`config.mk`:
```
export PLATFORM = sky130hd
export DESIGN_NAME = top_k_magnitude_selector_unit
export DESIGN_NICKNAME = d
export VERILOG_FILES = /design/src/hdl/tkms_pkg.sv /design/src/hdl/tkms_queue.sv /design/src/hdl/tkms_front.sv /design/src/hdl/tkms_rank.sv /design/src/hdl/top_k_magnitude_selector_unit.sv
export VERILOG_INCLUDE_DIRS = /design/src /design/src/hdl
export SDC_FILE = /design/constraint.sdc
export NUM_CORES = 2
export LEC_CHECK = 0
export ABC_AREA = 1
export BUFFER_PORTS_ARGS = -buffer_cell sky130_fd_sc_hd__buf_4
export CAP_MARGIN = 20
export CORE_UTILIZATION = 40
export DETAILED_ROUTE_END_ITERATION = 7
export HOLD_SLACK_MARGIN = 0.05
export PLACE_DENSITY = 0.54
export SLEW_MARGIN = 20
export SYNTH_ARGS = -nofsm -noshare
export SYNTH_HDL_FRONTEND = slang
export SYNTH_SLANG_ARGS = --single-unit
```
`constraint.sdc`:
```
create_clock -name clk_i -period 8.9 [get_ports clk_i]
set_clock_uncertainty 0.15 [all_clocks]
set_input_delay 0.445 -clock clk_i [delete_from_list [all_inputs] [get_ports clk_i]]
set_output_delay 0.445 -clock clk_i [all_outputs]
set_load 0.03 [all_outputs]
```
`src/hdl/top_k_magnitude_selector_unit_macros.svh`:
```
// Assertion macros for the top-k magnitude selector.
// Each macro expects clk_i and rst_ni to be visible where it is used.
`ifndef TOP_K_MAGNITUDE_SELECTOR_UNIT_MACROS_SVH
`define TOP_K_MAGNITUDE_SELECTOR_UNIT_MACROS_SVH

// Same-cycle implication, disabled during reset
`define TKMS_ASSERT_IMPL(lbl, ante, cons, msg) \
  lbl: assert property (@(posedge clk_i) disable iff (!rst_ni) (ante) |-> (cons)) \
    else $error(msg);

// Next-cycle implication, disabled during reset
`define TKMS_ASSERT_NEXT(lbl, ante, cons, msg) \
  lbl: assert property (@(posedge clk_i) disable iff (!rst_ni) (ante) |=> (cons)) \
    else $error(msg);

`endif

```
`src/hdl/tkms_pkg.sv`:
```
// Shared widths, constants and types of the top-k magnitude selector.
// No dependencies; used by every module of the block.
`timescale 1ns / 1ps

package tkms_pkg;

  localparam int SAMPLE_W = 16;
  localparam int IDX_W    = 12;
  localparam int MAG_W    = 16;
  localparam int TC_W     = 5;

  localparam logic [TC_W-1:0] TOP_COUNT_RST = 5'd16;

  // Queue between front and back
  localparam int Q_DEPTH = 4;
  localparam int Q_PTR_W = 2;
  localparam int Q_CNT_W = 3;

  // One classified sample handed from front to back
  typedef struct packed {
    logic             ins;   // sample is within capacity and joins the ranking
    logic             last;  // closes the set
    logic             ovf;   // sticky overflow of the set, valid with last
    logic [IDX_W-1:0] idx;
    logic [MAG_W-1:0] mag;
  } tkms_item_t;

  // One ranked entry
  typedef struct packed {
    logic [IDX_W-1:0] idx;
    logic [MAG_W-1:0] mag;
  } tkms_slot_t;

  // Back-end state, one-hot
  typedef enum logic [1:0] {
    ST_INS = 2'b01,
    ST_OUT = 2'b10
  } tkms_state_e;

endpackage

```
`src/hdl/tkms_queue.sv`:
```
// Short FIFO that decouples the classifying front from the ranking back.
// Depends on tkms_pkg for the item type and depth constants.
`timescale 1ns / 1ps

module tkms_queue (
  input  logic               clk_i,
  input  logic               rst_ni,
  input  logic               push_i,
  input  tkms_pkg::tkms_item_t item_i,
  output logic               full_o,
  input  logic               pop_i,
  output logic               valid_o,
  output tkms_pkg::tkms_item_t head_o
);
  import tkms_pkg::*;

  tkms_item_t         mem_q [Q_DEPTH];
  logic [Q_PTR_W-1:0] wptr_q, wptr_d;
  logic [Q_PTR_W-1:0] rptr_q, rptr_d;
  logic [Q_CNT_W-1:0] cnt_q, cnt_d;
  logic               do_push, do_pop;

  assign full_o  = (cnt_q == Q_CNT_W'(Q_DEPTH));
  assign valid_o = (cnt_q != '0);
  assign head_o  = mem_q[rptr_q];
  assign do_push = push_i && !full_o;
  assign do_pop  = pop_i && valid_o;

  // Advance pointers and fill count
  always_comb begin
    wptr_d = wptr_q;
    rptr_d = rptr_q;
    cnt_d  = cnt_q;
    if (do_push) begin
      wptr_d = wptr_q + 1'b1;
    end
    if (do_pop) begin
      rptr_d = rptr_q + 1'b1;
    end
    unique case ({do_push, do_pop})
      2'b10:   cnt_d = cnt_q + 1'b1;
      2'b01:   cnt_d = cnt_q - 1'b1;
      default: cnt_d = cnt_q;
    endcase
  end

  always_ff @(posedge clk_i or negedge rst_ni) begin
    if (!rst_ni) begin
      wptr_q <= '0;
      rptr_q <= '0;
      cnt_q  <= '0;
    end else begin
      wptr_q <= wptr_d;
      rptr_q <= rptr_d;
      cnt_q  <= cnt_d;
    end
  end

  // Store the pushed item
  always_ff @(posedge clk_i) begin
    if (do_push) begin
      mem_q[wptr_q] <= item_i;
    end
  end

endmodule

```
`src/hdl/tkms_front.sv`:
```
// Front end: takes samples, numbers them, forms magnitudes and tracks overflow.
// Depends on tkms_pkg; feeds tkms_queue.
`timescale 1ns / 1ps

module tkms_front #(
  parameter int MAX_SAMPLES = 4096
) (
  input  logic                              clk_i,
  input  logic                              rst_ni,
  input  logic                              accept_i,
  input  logic signed [tkms_pkg::SAMPLE_W-1:0] sample_i,
  input  logic                              last_sample_i,
  output logic                              push_o,
  output tkms_pkg::tkms_item_t              item_o
);
  import tkms_pkg::*;

  localparam int CNT_W = $clog2(MAX_SAMPLES + 1);

  logic [CNT_W-1:0] cnt_q, cnt_d;
  logic             ovf_q, ovf_d;
  logic             in_range;
  logic             ovf_now;
  logic [MAG_W-1:0] mag;

  // Absolute value; the most negative sample maps to 0x8000
  assign mag = sample_i[SAMPLE_W-1] ? MAG_W'(~sample_i + 1'b1) : MAG_W'(sample_i);

  assign in_range = (cnt_q < CNT_W'(MAX_SAMPLES));
  assign ovf_now  = ovf_q || !in_range;

  // Hand over samples that rank or that close the set
  assign push_o      = accept_i && (in_range || last_sample_i);
  assign item_o.ins  = in_range;
  assign item_o.last = last_sample_i;
  assign item_o.ovf  = ovf_now;
  assign item_o.idx  = IDX_W'(cnt_q);
  assign item_o.mag  = mag;

  // Count the set and hold overflow until the set closes
  always_comb begin
    cnt_d = cnt_q;
    ovf_d = ovf_q;
    if (accept_i) begin
      if (last_sample_i) begin
        cnt_d = '0;
        ovf_d = 1'b0;
      end else if (in_range) begin
        cnt_d = cnt_q + 1'b1;
      end else begin
        ovf_d = 1'b1;
      end
    end
  end

  always_ff @(posedge clk_i or negedge rst_ni) begin
    if (!rst_ni) begin
      cnt_q <= '0;
      ovf_q <= 1'b0;
    end else begin
      cnt_q <= cnt_d;
      ovf_q <= ovf_d;
    end
  end

endmodule

```
`src/hdl/tkms_rank.sv`:
```
// Back end: compare-and-shift ranking cells and the result sequencer.
// Depends on tkms_pkg and the assertion macro header; drains tkms_queue.
`timescale 1ns / 1ps

module tkms_rank #(
  parameter int TOP_SLOTS = 16
) (
  input  logic                         clk_i,
  input  logic                         rst_ni,
  input  logic [tkms_pkg::TC_W-1:0]    top_count_i,
  input  logic                         q_valid_i,
  input  tkms_pkg::tkms_item_t         q_head_i,
  output logic                         q_pop_o,
  output logic                         result_valid_o,
  output logic [tkms_pkg::IDX_W-1:0]   channel_index_o,
  output logic [tkms_pkg::MAG_W-1:0]   magnitude_o,
  output logic                         overflow_o,
  output logic                         last_result_o
);
  import tkms_pkg::*;
  `include "top_k_magnitude_selector_unit_macros.svh"

  localparam int KW    = $clog2(TOP_SLOTS + 1);
  localparam int CMP_W = (KW > TC_W) ? KW : TC_W;

  tkms_state_e          state_q, state_d;
  tkms_slot_t           slot_q [TOP_SLOTS];
  tkms_slot_t           slot_d [TOP_SLOTS];
  tkms_slot_t           ins_slot [TOP_SLOTS];
  tkms_slot_t           shf_slot [TOP_SLOTS];
  tkms_slot_t           new_slot;
  logic [TOP_SLOTS-1:0] valid_q, valid_d;
  logic [TOP_SLOTS-1:0] ins_valid;
  logic [TOP_SLOTS-1:0] shf_valid;
  logic [TOP_SLOTS-1:0] ge;
  logic [KW-1:0]        k_q, k_d;
  logic                 set_ovf_q, set_ovf_d;
  logic [CMP_W-1:0]     k_ext, tc_ext;
  logic                 emit_ok, is_last;
  logic                 strobe_d;
  logic                 strobe_q;
  logic                 last_q;
  logic [IDX_W-1:0]     idx_q;
  logic [MAG_W-1:0]     mag_q;
  logic                 ovf_res_q;
  logic                 pop;

  assign new_slot = '{idx: q_head_i.idx, mag: q_head_i.mag};

  // Ranking cells: each keeps, takes the new sample, or takes its upper neighbor
  for (genvar gi = 0; gi < TOP_SLOTS; gi++) begin : g_cell
    assign ge[gi] = valid_q[gi] && (slot_q[gi].mag >= q_head_i.mag);
    if (gi == 0) begin : g_head
      assign ins_valid[gi] = 1'b1;
      assign ins_slot[gi]  = ge[gi] ? slot_q[gi] : new_slot;
    end else begin : g_body
      assign ins_valid[gi] = valid_q[gi] || valid_q[gi-1];
      assign ins_slot[gi]  = ge[gi]   ? slot_q[gi] :
                             ge[gi-1] ? new_slot :
                                        slot_q[gi-1];
    end
    if (gi < TOP_SLOTS - 1) begin : g_shift
      assign shf_slot[gi] = slot_q[gi+1];
    end else begin : g_tail
      assign shf_slot[gi] = slot_q[gi];
    end
  end

  // Shift toward the head while reporting
  assign shf_valid = valid_q >> 1;

  assign pop     = (state_q == ST_INS) && q_valid_i;
  assign q_pop_o = pop;

  assign k_ext   = CMP_W'(k_q);
  assign tc_ext  = CMP_W'(top_count_i);
  assign emit_ok = valid_q[0] && (k_ext < tc_ext);
  assign is_last = (CMP_W'(k_ext + 1'b1) == tc_ext) || !shf_valid[0];

  // Sequence insertion and reporting
  always_comb begin
    state_d   = state_q;
    valid_d   = valid_q;
    slot_d    = slot_q;
    k_d       = k_q;
    set_ovf_d = set_ovf_q;
    strobe_d  = 1'b0;
    unique case (state_q)
      ST_INS: begin
        if (pop) begin
          if (q_head_i.ins) begin
            valid_d = ins_valid;
            slot_d  = ins_slot;
          end
          if (q_head_i.last) begin
            state_d   = ST_OUT;
            k_d       = '0;
            set_ovf_d = q_head_i.ovf;
          end
        end
      end
      ST_OUT: begin
        if (emit_ok) begin
          strobe_d = 1'b1;
          valid_d  = shf_valid;
          slot_d   = shf_slot;
          k_d      = k_q + 1'b1;
          if (is_last) begin
            valid_d = '0;
            state_d = ST_INS;
          end
        end else begin
          valid_d = '0;
          state_d = ST_INS;
        end
      end
      default: begin
        state_d = ST_INS;
        valid_d = '0;
      end
    endcase
  end

  always_ff @(posedge clk_i or negedge rst_ni) begin
    if (!rst_ni) begin
      state_q   <= ST_INS;
      valid_q   <= '0;
      k_q       <= '0;
      set_ovf_q <= 1'b0;
      strobe_q  <= 1'b0;
    end else begin
      state_q   <= state_d;
      valid_q   <= valid_d;
      k_q       <= k_d;
      set_ovf_q <= set_ovf_d;
      strobe_q  <= strobe_d;
    end
  end

  // Ranked payload and result register
  always_ff @(posedge clk_i) begin
    slot_q <= slot_d;
    if (strobe_d) begin
      idx_q     <= slot_q[0].idx;
      mag_q     <= slot_q[0].mag;
      ovf_res_q <= set_ovf_q;
      last_q    <= is_last;
    end
  end

  assign result_valid_o  = strobe_q;
  assign channel_index_o = idx_q;
  assign magnitude_o     = mag_q;
  assign overflow_o      = ovf_res_q;
  assign last_result_o   = strobe_q && last_q;

  // Checks
  `TKMS_ASSERT_IMPL(a_strobe_from_out, strobe_q, $past(state_q == ST_OUT),
                    "result strobe outside the report phase")
  `TKMS_ASSERT_IMPL(a_no_pop_in_out, state_q == ST_OUT, !q_pop_o,
                    "queue popped while reporting")
  `TKMS_ASSERT_IMPL(a_valid_prefix, 1'b1,
                    (valid_q & TOP_SLOTS'(valid_q + 1'b1)) == '0,
                    "ranking valid bits are not a prefix")
  `TKMS_ASSERT_NEXT(a_last_ends_report, strobe_d && is_last, state_q == ST_INS,
                    "report did not end after its final result")

endmodule

```
`src/hdl/top_k_magnitude_selector_unit.sv`:
```
// Top level of the top-k magnitude selector: register, front, queue, back.
// Depends on tkms_pkg, tkms_front, tkms_queue and tkms_rank.
//
//  Channel  | Ports                                       | Transfer
//  ---------+---------------------------------------------+------------------------------
//  config   | top_count_we_i, top_count_i                 | edge with we high
//  sample   | start_i, busy_o, sample_i, last_sample_i    | edge with start high, busy low
//  result   | result_valid_o, channel_index_o,            | edge ending the strobe cycle
//           | magnitude_o, overflow_o, last_result_o      |
//
// One sample per cycle enters while the four-entry queue has room; the
// ranking cells insert one queued sample per cycle.
// A set-closing sample is ranked like any other; the back then reports
// min(top_count, TOP_SLOTS, ranked samples) results, or none when that is
// zero, and pops nothing meanwhile, so busy rises once the queue fills.
// With the queue empty, the closing sample passes the queue, the back's state
// register and the result register before its first result is on the ports.
// Reset clears the ranking, counters and queue and sets top_count to 16.
`timescale 1ns / 1ps

module top_k_magnitude_selector_unit #(
  parameter int TOP_SLOTS   = 16,
  parameter int MAX_SAMPLES = 4096
) (
  input  logic                                 clk_i,
  input  logic                                 rst_ni,
  input  logic                                 top_count_we_i,
  input  logic [tkms_pkg::TC_W-1:0]            top_count_i,
  input  logic                                 start_i,
  output logic                                 busy_o,
  input  logic signed [tkms_pkg::SAMPLE_W-1:0] sample_i,
  input  logic                                 last_sample_i,
  output logic                                 result_valid_o,
  output logic [tkms_pkg::IDX_W-1:0]           channel_index_o,
  output logic [tkms_pkg::MAG_W-1:0]           magnitude_o,
  output logic                                 overflow_o,
  output logic                                 last_result_o
);
  import tkms_pkg::*;

  logic [TC_W-1:0] top_count_q;
  logic            accept;
  logic            push, full, q_valid, q_pop;
  tkms_item_t      item, head;

  // Hold the report size
  always_ff @(posedge clk_i or negedge rst_ni) begin
    if (!rst_ni) begin
      top_count_q <= TOP_COUNT_RST;
    end else if (top_count_we_i) begin
      top_count_q <= top_count_i;
    end
  end

  assign busy_o = full;
  assign accept = start_i && !busy_o;

  tkms_front #(
    .MAX_SAMPLES(MAX_SAMPLES)
  ) u_front (
    .clk_i        (clk_i),
    .rst_ni       (rst_ni),
    .accept_i     (accept),
    .sample_i     (sample_i),
    .last_sample_i(last_sample_i),
    .push_o       (push),
    .item_o       (item)
  );

  tkms_queue u_queue (
    .clk_i  (clk_i),
    .rst_ni (rst_ni),
    .push_i (push),
    .item_i (item),
    .full_o (full),
    .pop_i  (q_pop),
    .valid_o(q_valid),
    .head_o (head)
  );

  tkms_rank #(
    .TOP_SLOTS(TOP_SLOTS)
  ) u_rank (
    .clk_i          (clk_i),
    .rst_ni         (rst_ni),
    .top_count_i    (top_count_q),
    .q_valid_i      (q_valid),
    .q_head_i       (head),
    .q_pop_o        (q_pop),
    .result_valid_o (result_valid_o),
    .channel_index_o(channel_index_o),
    .magnitude_o    (magnitude_o),
    .overflow_o     (overflow_o),
    .last_result_o  (last_result_o)
  );

endmodule

```
==> results.py <==
metrics = {
    "sta": {
        "fmax_mhz": 187,
        "hold_viol": 0,
        "rsz0062_at_grt": "false",
        "tightest_slew_ps": 1030,
        "period_share_pct": 60.1,
        "tns_ps": 0,
        "setup_viol": 0,
        "slew_headroom_pct": 31.3,
        "slew_viol_final": 0,
        "min_period_ps": 5350,
    },
    "grt": {
        "gr-usage-all-layers_pct": 24.5,
        "grt_pass1_vias": 31900,
        "grt_pass1_wl_mm": 195,
        "grt_max_degree": 205,
        "grt-ovfl-total": 0,
        "antenna_found_initial": 1,
    },
    "setup_path": {
        "cp_common_cell": "nand2_1",
        "slowest_stage": "clkinv_1",
        "worstPathRequired_ps": 8830,
        "rrSetupSlack_ps": 3550,
        "cp_num_buf_inv": 4,
        "cp-end-kind": "flip-flop",
        "worstPathArrival_ps": 5280,
        "start_kind": "flip-flop",
        "worstSetupPathType": "reg -> reg",
        "worst_path_dominant_cell_family": "buffers and inverters",
        "critPathMaxFanout": 35,
        "slowest_delay_ps": 780,
        "path_cells": "inv_2 -> buf_4 -> nand2_1 -> nand3_1 -> nand2_2 -> ha_1 -> nand2_1 -> nor2_1 -> nand2_1 -> nand2_1 -> nand2_1 -> nand3_2 -> nand2_1 -> buf_4 -> o21ai_2 -> clkinv_1",
    },
    "place": {
        "gp_congestion": 0.846,
        "place_hpwl_mm": 83.9,
        "numPortBuffers": 57,
    },
    "outcome": {
        "outcome": "completed",
    },
    "synth": {
        "syn_area_um2": 40600,
        "synth_cell_types": 42,
        "syn_area_per_cell_um2": 8.19,
        "synth-seq-cells": 653,
        "seq_area_frac_synth_pct": 47.7,
        "synth_flop_cell": "edfxtp_1",
        "synth-edff-count": 602,
        "ys_warn_count": 0,
        "syn-num-nets": 5259,
        "async_flop_share_pct": 7.81,
        "synthCells": 4961,
    },
    "drt": {
        "drc": 0,
        "avgRoutedWirePerCell_um": 20.0,
        "ant_nets": 0,
        "avgViaCountPerCell": 5.24,
        "totalWireLength_mm": 127,
        "dr.pass1.iters": 6,
        "first_iter_violations": 2737,
        "vias": 33200,
    },
    "clock_tree": {
        "cts_tree": "built",
        "path_clk_slew_ps": 60,
        "cts_buffers": 80,
        "clock_sinks": 653,
        "htreeDepth": 3,
        "ctsRootBufferMaster": "clkbuf_16",
        "clock_latency_ps": 650,
        "cts_resized": 0,
        "cts_max_path_buffers": 3,
    },
    "floorplanning": {
        "rows": 116,
        "start_util_pct": 40.5,
        "pin_count": 58,
        "die_area_um2": 103000,
        "die_y_um": 321,
        "die_w_um": 321,
        "core_um2": 100000,
    },
    "final_layout": {
        "multiInputGateArea_um2": 17400,
        "syn2layout_area_growth_pct": 9.73,
        "nNetsFinal": 5220,
        "seq_area_um2": 19400,
        "fillers": 10000,
        "drive_above_1_share_pct": 7.02,
    },
    "run": {
        "maxCapViolCount": 0,
    },
    "worst_hold_path": {
        "hp-class": "in -> reg",
    },
}
cell usage after synthesis, drive strengths merged, types with 2 or more instances:
library cell     n  area share [%]
ha             271             8.3
a21oi          150             1.9
nor2           135             1.3
o21a             3           0.055
dfrtp           49             3.0
nand2         1760              16
buf            189             3.3
a21o            15            0.28
a32o            16            0.42
xor2            13            0.28
o21ai          103             1.4
nand3          893              11
clkbuf         110             1.0
nand4           39            0.62
inv            571             5.3
xnor2            5            0.11
edfxtp         602              45
o22ai            4           0.062
dfstp            2            0.13
mux2             2           0.055
nor3            25            0.36
metrics by stage:
stage	hold slack [ps]	cell area [um2]	setup WS, ps	cells	utilization (%)
finish	118	44600	3550	6341	44.4
global route	108	44600	3100	6340	44.4
CTS	78.2	44500	3100	6338	44.4
detailed placement	296	41800	3080	6172	41.7
global placement	295	41800	3130	6172	41.7
floorplan	-0.591	40600	4780	4961	-
cells by family after synthesis:
logic type	count (synthesis)	synth area share [%]
AND/OR/NAND/NOR	2853	29.8
buffers and inverters	870	9.59
flip-flops	653	47.7
AO/OA/AOI/OAI	293	4.14
adder cells (fa/ha/maj)	272	8.40
XOR/XNOR	18	0.388
multiplexers	2	0.0554
final timing paths:
path                               startpoint                        end  cells after the start
min reg2reg                u_rank.slot_q[442]  u_rank.channel_index_o[6]                      0
min in group asynchronous              rst_ni          u_front.cnt_q[10]                      2
max in group asynchronous              rst_ni          u_queue.rptr_q[0]                      2
max                         u_queue.rptr_q[0]       u_rank.shf_slot[259]                     16
max reg2reg                 u_queue.rptr_q[0]       u_rank.shf_slot[259]                     16
min                              sample_i[13]       u_queue.mem_q[2][13]                      3
worst reg2reg max path: cells and delay by family, from the launching register on:
| kind | cells | cell delay, ps |
|---|---|---|
| buffers and inverters | 4 | 1950 |
| AOI/OAI and AO/OA | 1 | 140 |
| and+or+nand+nor | 10 | 1680 |
| DFF | 1 | 400 |
| adders and majority gates | 1 | 470 |
placed cells by master, fill, tap and decap left out, types with 4 or more instances in the layout:
cell type	count
xnor2_1	5
nand2_2	13
nor2_4	5
nand2_1	1747
clkbuf_8	6
clkbuf_1	23
inv_2	7
o21ai_0	87
o21ai_1	4
nand3_2	14
nand4_1	38
clkinv_1	11
xor2_1	13
buf_12	5
o21ai_2	11
buf_4	150
inv_1	561
nor3_1	21
a32o_2	16
dfrtp_1	48
clkinv_2	13
clkbuf_16	82
edfxtp_1	602
dlygate4sd3_1	23
a21oi_1	146
nand3_1	879
o22ai_1	4
ha_1	270
nor2_1	129
a21o_1	15
nor3_2	4
metal layers:
layer / vias to the layer above / global-route usage [%] / share of wire (%)
met3: 192 / 3.38 / 5.4
met4: 0 / 7.15 / 2.8
met5: - / 0 / 0
met2: 1004 / 40.3 / 47
li1: 16300 / - / -
met1: 15800 / 33.6 / 45
registers in the layout, indices dropped and copies added (netlist names), 2 cells and up:
| name | flops |
|---|---|
| u_front.cnt_q | 13 |
| u_queue.rptr_q | 2 |
| u_rank.state_q | 2 |
| u_rank.channel_index_o | 12 |
| u_rank.k_ext | 5 |
| u_queue.wptr_q | 2 |
| u_rank.magnitude_o | 16 |
| u_rank.slot_q | 28 |
| u_queue.cnt_q | 3 |
| u_rank.valid_q | 16 |
| u_rank.shf_slot | 420 |
| top_count_q | 5 |
| u_queue.mem_q | 124 |
final cells by class:
| cell class | count | share of cell area [%] |
|---|---|---|
| Sequential cell | 653 | 43.4 |
| Multi-Input combinational cell | 3438 | 39.1 |
| Clock buffer | 111 | 4.98 |
| Inverter | 571 | 4.83 |
| Tap cell | 1357 | 3.81 |
| Timing Repair Buffer | 178 | 3.27 |
| Clock inverter | 32 | 0.561 |
| Antenna cell | 1 | 0.00561 |
what timing repair did:
action	in CTS	in global routing
endpoints found under the hold margin	85	0
hold buffers	23	0
buffers inserted	0	0
Power is not shown: default switching activity piles up to over one toggle a cycle in this logic, so the estimate is an artifact.
